==> src/rtl/core/cqc_pkg.sv <==
// Shared types, widths and helper functions for the concyclic quad classifier.
// Depends on nothing; every module of the block imports it.
package cqc_pkg;

  // Bits per grid coordinate. The datapath widths below follow from it.
  localparam int COORD_WIDTH = 8;

  localparam int NUM_PTS      = 4;
  localparam int NUM_AXES     = 3;
  localparam int NUM_PAIRS    = 6;
  localparam int NUM_PAIRINGS = 3;

  // Exact widths of every intermediate quantity.
  localparam int DIFF_W  = COORD_WIDTH + 1;
  localparam int CSQ_W   = 2 * COORD_WIDTH;
  localparam int NORM_W  = 2 * COORD_WIDTH + 2;
  localparam int DIST_W  = 2 * DIFF_W;
  localparam int CROSS_W = 2 * COORD_WIDTH + 3;
  localparam int RHS_W   = NORM_W + 1;
  localparam int DTERM_W = DIFF_W + CROSS_W;
  localparam int DET_W   = DTERM_W + 2;
  localparam int PTERM_W = CROSS_W + RHS_W;
  localparam int DOT_W   = PTERM_W + 2;

  // The three ways to split the four points into two pairs {a,b} and {c,e}.
  localparam logic [1:0] PAIRINGS [NUM_PAIRINGS][NUM_PTS] = '{
    '{2'd0, 2'd1, 2'd2, 2'd3},
    '{2'd0, 2'd2, 2'd1, 2'd3},
    '{2'd0, 2'd3, 2'd1, 2'd2}
  };

  typedef logic        [COORD_WIDTH-1:0] coord_t;
  typedef logic signed [DIFF_W-1:0]      diff_t;
  typedef logic        [CSQ_W-1:0]       csq_t;
  typedef logic        [NORM_W-1:0]      norm_t;
  typedef logic        [DIST_W-1:0]      dist_t;
  typedef logic signed [CROSS_W-1:0]     cross_t;
  typedef logic signed [RHS_W-1:0]       rhs_t;
  typedef logic signed [DTERM_W-1:0]     dterm_t;
  typedef logic signed [DET_W-1:0]       det_t;
  typedef logic signed [PTERM_W-1:0]     pterm_t;
  typedef logic signed [DOT_W-1:0]       dot_t;

  typedef diff_t  [NUM_AXES-1:0] dvec_t;
  typedef cross_t [NUM_AXES-1:0] cvec_t;

  // Input item: four points, three coordinates each.
  typedef struct packed {
    coord_t p0_x;
    coord_t p0_y;
    coord_t p0_z;
    coord_t p1_x;
    coord_t p1_y;
    coord_t p1_z;
    coord_t p2_x;
    coord_t p2_y;
    coord_t p2_z;
    coord_t p3_x;
    coord_t p3_y;
    coord_t p3_z;
  } in_t;

  // Result item.
  typedef struct packed {
    logic is_concyclic;
    logic is_symmetric;
  } out_t;

  // Stage 1: all pairwise difference vectors and the squared coordinates.
  typedef struct packed {
    dvec_t [NUM_PAIRS-1:0]                 dv;
    csq_t  [NUM_PTS-1:0][NUM_AXES-1:0]     csq;
  } s1_t;

  // Stage 2: minors, left-kernel candidates, norm differences, distances.
  typedef struct packed {
    dvec_t                   d0;
    cvec_t                   mnr;
    cvec_t [NUM_AXES-1:0]    nu_c;
    rhs_t  [NUM_AXES-1:0]    rhs;
    dist_t [NUM_PAIRS-1:0]   pair_dist;
  } s2_t;

  // Stage 3: products awaiting their final sums, plus the resolved flags.
  typedef struct packed {
    dterm_t [NUM_AXES-1:0] dterm;
    pterm_t [NUM_AXES-1:0] pterm;
    logic                  nu_nz;
    logic                  sym;
  } s3_t;

  // Index of the unordered point pair {a,b}: 01,02,03,12,13,23 map to 0..5.
  function automatic logic [2:0] pair_idx(input logic [1:0] a, input logic [1:0] b);
    logic [1:0] lo;
    logic [1:0] hi;
    lo = (a < b) ? a : b;
    hi = (a < b) ? b : a;
    if (lo == 2'd0) begin
      return 3'(hi) - 3'd1;
    end
    return 3'(lo) + 3'(hi);
  endfunction

  // Cross product of two difference vectors, exact in CROSS_W bits.
  function automatic cvec_t cross3(input dvec_t u, input dvec_t v);
    cvec_t r;
    r[0] = cross_t'(u[1] * v[2]) - cross_t'(u[2] * v[1]);
    r[1] = cross_t'(u[2] * v[0]) - cross_t'(u[0] * v[2]);
    r[2] = cross_t'(u[0] * v[1]) - cross_t'(u[1] * v[0]);
    return r;
  endfunction

  // Square of one signed difference; the result is never negative.
  function automatic dist_t diff_sq(input diff_t d);
    logic signed [DIST_W-1:0] s;
    s = d * d;
    return dist_t'(s);
  endfunction

endpackage

==> src/rtl/core/cqc_diff.sv <==
// First pipeline stage: pairwise coordinate differences and coordinate squares.
// Depends on cqc_pkg.
module cqc_diff (
  input  logic         clk_i,
  input  logic         rst_ni,
  input  logic         en_i,
  input  logic         valid_i,
  input  cqc_pkg::in_t data_i,
  output logic         valid_o,
  output cqc_pkg::s1_t data_o
);
  import cqc_pkg::*;

  coord_t pt [NUM_PTS][NUM_AXES];
  s1_t    s1_d;
  s1_t    s1_q;
  logic   valid_q;

  // Unpack the item into a point array.
  always_comb begin
    pt[0][0] = data_i.p0_x;
    pt[0][1] = data_i.p0_y;
    pt[0][2] = data_i.p0_z;
    pt[1][0] = data_i.p1_x;
    pt[1][1] = data_i.p1_y;
    pt[1][2] = data_i.p1_z;
    pt[2][0] = data_i.p2_x;
    pt[2][1] = data_i.p2_y;
    pt[2][2] = data_i.p2_z;
    pt[3][0] = data_i.p3_x;
    pt[3][1] = data_i.p3_y;
    pt[3][2] = data_i.p3_z;
  end

  // Difference vectors p_b - p_a for every pair a < b, and per-axis squares.
  always_comb begin
    s1_d = '0;
    for (int a = 0; a < NUM_PTS; a++) begin
      for (int b = a + 1; b < NUM_PTS; b++) begin
        for (int j = 0; j < NUM_AXES; j++) begin
          s1_d.dv[pair_idx(2'(a), 2'(b))][j] =
            $signed({1'b0, pt[b][j]}) - $signed({1'b0, pt[a][j]});
        end
      end
    end
    for (int i = 0; i < NUM_PTS; i++) begin
      for (int j = 0; j < NUM_AXES; j++) begin
        s1_d.csq[i][j] = csq_t'(pt[i][j] * pt[i][j]);
      end
    end
  end

  // Stage valid bit.
  always_ff @(posedge clk_i or negedge rst_ni) begin
    if (!rst_ni) begin
      valid_q <= 1'b0;
    end else if (en_i) begin
      valid_q <= valid_i;
    end
  end

  // Stage payload.
  always_ff @(posedge clk_i) begin
    if (en_i) begin
      s1_q <= s1_d;
    end
  end

  assign valid_o = valid_q;
  assign data_o  = s1_q;

endmodule

==> config.mk <==
export PLATFORM = sky130hd
export DESIGN_NAME = cqc_diff
export DESIGN_NICKNAME = d
export VERILOG_FILES = /design/src/rtl/core/cqc_pkg.sv /design/src/rtl/core/cqc_diff.sv
export SDC_FILE = /design/constraint.sdc
export NUM_CORES = 1
export LEC_CHECK = 0
export ABC_AREA = 0
export BUFFER_PORTS_ARGS = -buffer_cell sky130_fd_sc_hd__buf_2
export CORE_UTILIZATION = 54
export CTS_CLUSTER_SIZE = 8
export DETAILED_ROUTE_END_ITERATION = 10
export PLACE_DENSITY = 0.76
export SLEW_MARGIN = 40
export SYNTH_ARGS = -nofsm -noshare
export SYNTH_HDL_FRONTEND = slang
export SYNTH_SLANG_ARGS = --single-unit
==> constraint.sdc <==
create_clock -name clk_i -period 0.8 [get_ports clk_i]
set_input_delay 0.16 -clock clk_i [delete_from_list [all_inputs] [get_ports clk_i]]
set_output_delay 0.16 -clock clk_i [all_outputs]
set_load 0.01 [all_outputs]
==> impl_results.md, run 1 <==
* GRT Total Usage at 0.3594
* Die width at about 250 um
* Fmax at between 200 and 300 MHz
* Placed Cells at ~5600
* Worst-skew pair later-pin latency at roughly 0.60 ns
* Ys async rst share at 0.002915
* Area growth, synth to finish at 55.12%
* Seq cells post-synth at 343
* Final hold slack at roughly 0.04 ns
* # Max-Cap Violations at 0
* Routed len/inst at approximately 23 um
* Total global routing overflow at 0
* Slew HR at 0.3837
* Failing checks: setup timing
* Ys Warns at 0
* Max IR drop VDD at between 2 and 3 mV
* WP data required at 1.22 ns
* Initial antenna violation count at 12
* Final GP Congestion at between 0.9 and 1
* Sequential share of the synthesized area at 0.3002
* Final worst slack at -3.173 ns
* Clock Path Buffers at 3
* Worst Skew at 0 ns
* Fill cells at about 2800
* Die height at 254 um
* Gate Count Post-Synth at about 3400
* Critical path launch point type: input pin
* Cell area power density at 2698 nW/um^2
* Post-synth EDFFs at 342
* Period minus WS final at just under 4 ns
* Die area at about 65000 sq um
* Vias in the first global route at 34350
* Area leader, netlist: edfxtp_1
* DR iter-0 viols at 2869
* Worst slew pin tran at 0.9211 ns
* Synth area leaders: edfxtp_1, fa_1, ha_1
* Vias per inst at ~5.7
* Hold Path Class: in -> reg
* Port bufs at between 400 and 500
* DRC at 0
* Vias at 33480
* Netlist Area Pre-Place at ~34000 sq um
* CORE AREA at around 63000 sq um
* RSZ-0062 raised after global routing: yes
* # rows at just over 90
* CTS Buf Count at about 50
* Final Hold Violating Endpoints at 0
* H-tree depth at 2
* Share of cells above drive strength 1 at 0.4872
* Dpl hpwl at around 80 mm
* Antenna-violating nets left at 0
* IO Count at roughly 460
* Clk sinks at roughly 340
* Top FF cell, synth: edfxtp_1
* CTS tree: done
* Synth cell types at 54
* Post-Syn Area per Cell at 10.21 sq um
* TritonRoute pass-1 iters at 6
* Synth top area share at 0.2995
* Nets at roughly 5900
* CTS root buf: clkbuf_16
* Crit. End Element: flip-flop
* Final setup vio count at slightly above 700
* First-pass GRT wire length at between 150 and 200 mm
* Crit Path Category: in -> reg
* Pleak at around 26 nW
* Non-Filler Instances at 5829
* Worst path arrival time at about 4.4 ns
* Final wirelength at around 140 mm
* Pin count of the biggest net entering global routing at 27
* Clock Pin Slew Worst Setup and Hold Paths at approximately 0.06 ns
* Status: complete, but fails checks
* Tcrit/Tclk final at 4.967
* CP max FO at 4
* Initial cell density of the core at 0.5446
* Slew Limit Fails at 0
-- where the power goes --
group	leakage [nW]	switching, mW	total, mW	internal (mW)
Sequential	3.35	1.92	29.0	27.0
Clock	0.713	8.78	21.2	12.4
Combinational	21.6	47.9	93.4	45.5
-- through the flow --
| step | TNS [ns] | utilization | power, mW | area (sq um) | setup slack, ns |
|---|---|---|---|---|---|
| 3_5_place_dp | -655.73 | 0.7417 | 98.50 | 46700 | -3.361 |
| 3_3_place_gp | -642.40 | 0.7417 | 96.21 | 46700 | -3.228 |
| 6_report | -632.91 | 0.8448 | 143.5 | 53190 | -3.173 |
| 4_1_cts | -578.53 | 0.8170 | 128.2 | 51440 | -2.659 |
| 2_1_floorplan | -447.67 | - | 69.96 | 36570 | -2.998 |
| 5_1_grt | -655.29 | 0.8448 | 150.3 | 53190 | -3.188 |
-- cells in the mapped netlist (all sizes together) (7+ instances only) --
cell type,number
nor4,9
a21boi,33
edfxtp,342
clkinv,13
nand4,7
o21ai,148
nor2b,56
a21o,64
o21bai,20
or2,8
fa,314
nor2,355
a31oi,29
and2,63
buf,12
nand2b,30
a211oi,17
o21a,18
xor2,103
or3,16
clkbuf,13
nor3,27
a21oi,120
inv,632
xnor2,165
nand2,189
o31ai,10
ha,493
-- state kept, by name (all words and copies together), names as in the netlist --
signal   cells
data_o     342
valid_o      1
-- layout by cell type (no fill, tap or decap), types with 27 or more instances in the layout --
master      Yosys  routed
buf_4          12     957
inv_1         629     454
buf_2           0     365
ha_1          493     343
edfxtp_1      342     342
fa_1          314     255
nor2_1        355     244
buf_6           0     156
nand2_1       189     141
xnor2_1       165     130
inv_2           3     123
ha_4            0     121
xor2_1        103      97
o21ai_1         5      76
nor2_4          0      65
a21o_1         64      64
a21oi_1       112      59
fa_2            0      59
clkbuf_16       0      52
and2_1         63      49
nor2_2          0      46
a21oi_2         8      44
clkinvlp_4      0      39
o21ai_2         3      39
nor2b_1        56      38
buf_8           0      37
xnor2_2         0      32
a21boi_1        0      30
nand2_2         0      29
ha_2            0      29
o21ai_0       140      28
nand2b_1       30      27
-- worst max-delay path: stages --
cell and delay, ns:
buf_4 0.13, clkinvlp_4 0.16, buf_4 0.19, nor2_1 0.58, fa_2 0.64, ha_4 0.30
inv_2 0.04, fa_2 0.56, inv_2 0.08, ha_4 0.27, a21oi_2 0.16, o21ai_0 0.14
a21o_1 0.25, a311o_1 0.28, a21oi_2 0.13, xor2_1 0.30
-- cell families (layout without fill, tap and decap cells) --
family          Yosys count  in the layout  share of synthesized area
simple gates            769            769                    0.09979
flops                   343            343                     0.3002
fa+ha+maj               807            807                     0.3632
buf+inv                 670           2272                    0.07465
other cells               1             24                  0.0001094
mux                      10             10                   0.003065
compound gates          490            490                    0.09052
xor+xnor                268            268                    0.06845
-- cell type report --
cell class	instances	area [sq um]	area share
well taps	846	1059	0.01990
clock buffers	66	1364	0.02564
inverters	645	2790	0.05245
flip-flops and latches	343	10290	0.1935
clock inverters	9	105.1	0.001976
multi-input cells	2362	25650	0.4823
diodes	6	15.01	0.0002823
repair buffers	1552	11910	0.2239
-- worst paths after layout --
check | start | to | slack (ns) | cells past startpoint
max in group asynchronous | rst_ni | valid_o$_DFFE_PN0P_ | 0.30 | 3
max | data_i[92] | data_o[15]$_DFFE_PP_ | -3.17 | 16
min in group asynchronous | rst_ni | valid_o$_DFFE_PN0P_ | 0.40 | 3
min reg2reg | valid_o$_DFFE_PN0P_ | valid_o$_DFFE_PN0P_ | 0.50 | 1
min | data_i[64] | data_o[48]$_DFFE_PP_ | 0.04 | 2
max reg2reg | valid_o$_DFFE_PN0P_ | valid_o$_DFFE_PN0P_ | 0.07 | 1
-- layer usage --
| metal | GRT usage | routed length, um | up-vias |
|---|---|---|---|
| li1 | - | - | 14230 |
| met1 | 0.3948 | 45510 | 16200 |
| met2 | 0.6251 | 65570 | 2130 |
| met3 | 0.07703 | 12690 | 905 |
| met4 | 0.2373 | 12790 | 8 |
| met5 | 0 | 54 | - |
-- timing repair --
| item | CTS | global route |
|---|---|---|
| gates cloned | 0 | 0 |
| hold buffers | 14 | 0 |
| endpoints found under the setup margin | 640 | 723 |
| setup buffers | 140 | 77 |
| gates resized for setup | 579 | 311 |
| endpoints found under the hold margin | 15 | 0 |
| pin swaps | 345 | 242 |
Note: power is estimated with default switching activity, not from simulation.
==> inputs of run 2 (changes only) <==
--- a/config.mk
+++ b/config.mk
@@ -7,9 +7,12 @@
 export LEC_CHECK = 0
 export ABC_AREA = 0
 export BUFFER_PORTS_ARGS = -buffer_cell sky130_fd_sc_hd__buf_2
+export CORE_MARGIN = 8
 export CORE_UTILIZATION = 54
 export CTS_CLUSTER_SIZE = 8
 export DETAILED_ROUTE_END_ITERATION = 10
+export GPL_ROUTABILITY_DRIVEN = 1
+export MAX_ROUTING_LAYER = met4
 export PLACE_DENSITY = 0.76
 export SLEW_MARGIN = 40
 export SYNTH_ARGS = -nofsm -noshare
==> impl_results.md, run 2 (synthesis results as in run 1) <==
* Status: complete, but fails checks
* Failing checks: setup timing
* Hold path cells at 2
* Max IR drop VDD at around 3.5 mV
* TritonRoute pass-1 iters at 6
* Hold Path End: data_o[93]$_DFFE_PP_
* Vias in the first global route at 33110
* Cell area power density at between 2000 and 3000 nW/um^2
* Pleak at 25.52 nW
* Pin count of the biggest net entering global routing at 21
* Routed len/inst at approximately 23 um
* Most common cell type on the critical path: fa_1
* Slew HR at 0.6159
* # Max-Cap Violations at 0
* Final wirelength at about 130 mm
* Antenna-violating nets left at 0
* CP max FO at 7
* Bufs and invs on worst path at 4
* Slowest stage delay, CP at roughly 0.6 ns
* Nets at 5843
* Port bufs at around 440
* Commonest non-fill, non-tap cell in the layout: buf_4
* GRT Total Usage at 0.3115
* Die area at roughly 70000 sq um
* CTS Buf Count at 50
* Worst path arrival time at approximately 4.1 ns
* # rows at around 90
* Share of cells above drive strength 1 at 0.4776
* IO Count at 455
* Vias per inst at ~5.7
* CTS root buf: clkbuf_16
* Final setup vio count at approximately 640
* Period minus WS final at 3.701 ns
* Clk sinks at 343
* WP data required at 1.23 ns
* Reg-to-Reg Start: valid_o$_DFFE_PN0P_
* Slew Limit Fails at 0
* Critical path launch point type: input pin
* Die width at 268 um
* Cells along the critical path: buf_12 -> buf_4 -> buf_4 -> nand2_1 -> fa_1 -> inv_1 -> fa_1 -> fa_1 -> ha_1 -> nor2_2 -> o21ai_4 -> a2111oi_4 -> o31ai_1 -> a21oi_1 -> xor2_1
* Clock Path Buffers at 3
* DRC at 0
* Dpl hpwl at roughly 84 mm
* Final GP Congestion at 0.9513
* CORE AREA at 62970 sq um
* Tcrit/Tclk final at 4.626
* DR iter-0 viols at 2806
* Initial cell density of the core at 0.5446
* R2R depth at 1
* Overall power at about 140 mW
* CTS tree: done
* Max reg flops at around 340
* Min-delay src: en_i
* H-tree depth at 2
* Most frequent cells in the layout: buf_4, inv_1, buf_2
* Worst Skew at 0 ns
* Placed Cells at ~5600
* Final core area utilization at 0.8389
* Cell area after layout at about 53000 sq um
* RSZ-0062 raised after global routing: yes
* Hold Path Class: in -> reg
* Non-Filler Instances at about 5800
* Initial antenna violation count at 8
* Flop-to-flop setup slack at about 0.040 ns
* Crit Path Category: in -> reg
* Area growth, synth to finish at 54.03%
* Worst slew pin tran at between 0.5 and 0.6 ns
* First-pass GRT wire length at ~170 mm
* Delay-heaviest family, CP: adder cells
* Fmax at about 270 MHz
* Reg2reg end: valid_o$_DFFE_PN0P_
* Worst-skew pair later-pin latency at about 0.6 ns
* Final worst slack at -2.901 ns
* Total global routing overflow at 0
* Clock Pin Slew Worst Setup and Hold Paths at 0.06 ns
* Crit. End Element: flip-flop
* Vias at around 33000
* Die height at approximately 270 um
* Final Hold Violating Endpoints at 0
* Placed cell areas at between 40000 and 50000 sq um
* Slowest cell on the critical path: fa_1
## run 2: cell types whose count changed in the layout (fill, tap and decap cells not counted), sizes merged
cell      before   now
clkinvlp      39    38
buf         1537  1520
bufinv         2     1
inv          594   596
clkbuf        67    65
diode          6     8
clkinv        19    17
## run 2: metal layers
layer / routed length (um) / vias up / global-route usage
li1: - / 14220 / -
met1: 44600 / 15990 / 0.3386
met2: 66200 / 2137 / 0.5555
met3: 10380 / 881 / 0.04117
met4: 11860 / 0 / 0.1607
met5: 0 / - / -
## run 2: where the power goes
part | switching [mW] | leakage, nW | internal [mW]
Clock | 8.36 | 0.669 | 11.6
Combinational | 48.1 | 21.5 | 45.4
Sequential | 1.73 | 3.35 | 27.0
## run 2: worst max path at each step
| stage | cells after the start | end | startpoint | slack, ns |
|---|---|---|---|---|
| after global routing | 15 | data_o[159]$_DFFE_PP_ | data_i[20] | -3.05 |
| final | 15 | data_o[159]$_DFFE_PP_ | data_i[20] | -2.90 |
| after global placement | 15 | data_o[46]$_DFFE_PP_ | data_i[75] | -3.22 |
| after detailed placement | 15 | data_o[127]$_DFFE_PP_ | data_i[34] | -3.34 |
| after CTS | 15 | data_o[79]$_DFFE_PP_ | data_i[58] | -2.56 |
| after floorplan | 14 | data_o[79]$_DFFE_PP_ | data_i[58] | -3.00 |
## run 2: what timing repair did
item                                    CTS  global route
endpoints found under the hold margin    14             1
gates resized for setup                 438           397
hold buffers                             13             1
setup buffers                            80            78
endpoints found under the setup margin  640           641
pin swaps                               257           308
## run 2: final cells by class
class / count / area [sq um]
multi-input cells: 2362 / 25490
repair buffers: 1534 / 11790
flip-flops and latches: 343 / 10290
fillers: 2870 / 10140
inverters: 645 / 2783
clock buffers: 65 / 1308
well taps: 846 / 1059
clock inverters: 7 / 75.07
diodes: 8 / 20.02
## run 2: metrics by stage
stage	setup TNS (ns)	setup slack (ns)	hold WS, ns
6_report	-596.24	-2.901	0.008518
5_1_grt	-621.64	-3.052	0.01407
4_1_cts	-565.74	-2.564	0.001318
3_5_place_dp	-664.54	-3.342	-0.05908
3_3_place_gp	-649.09	-3.218	-0.06577
2_1_floorplan	-447.67	-2.998	-0.1356
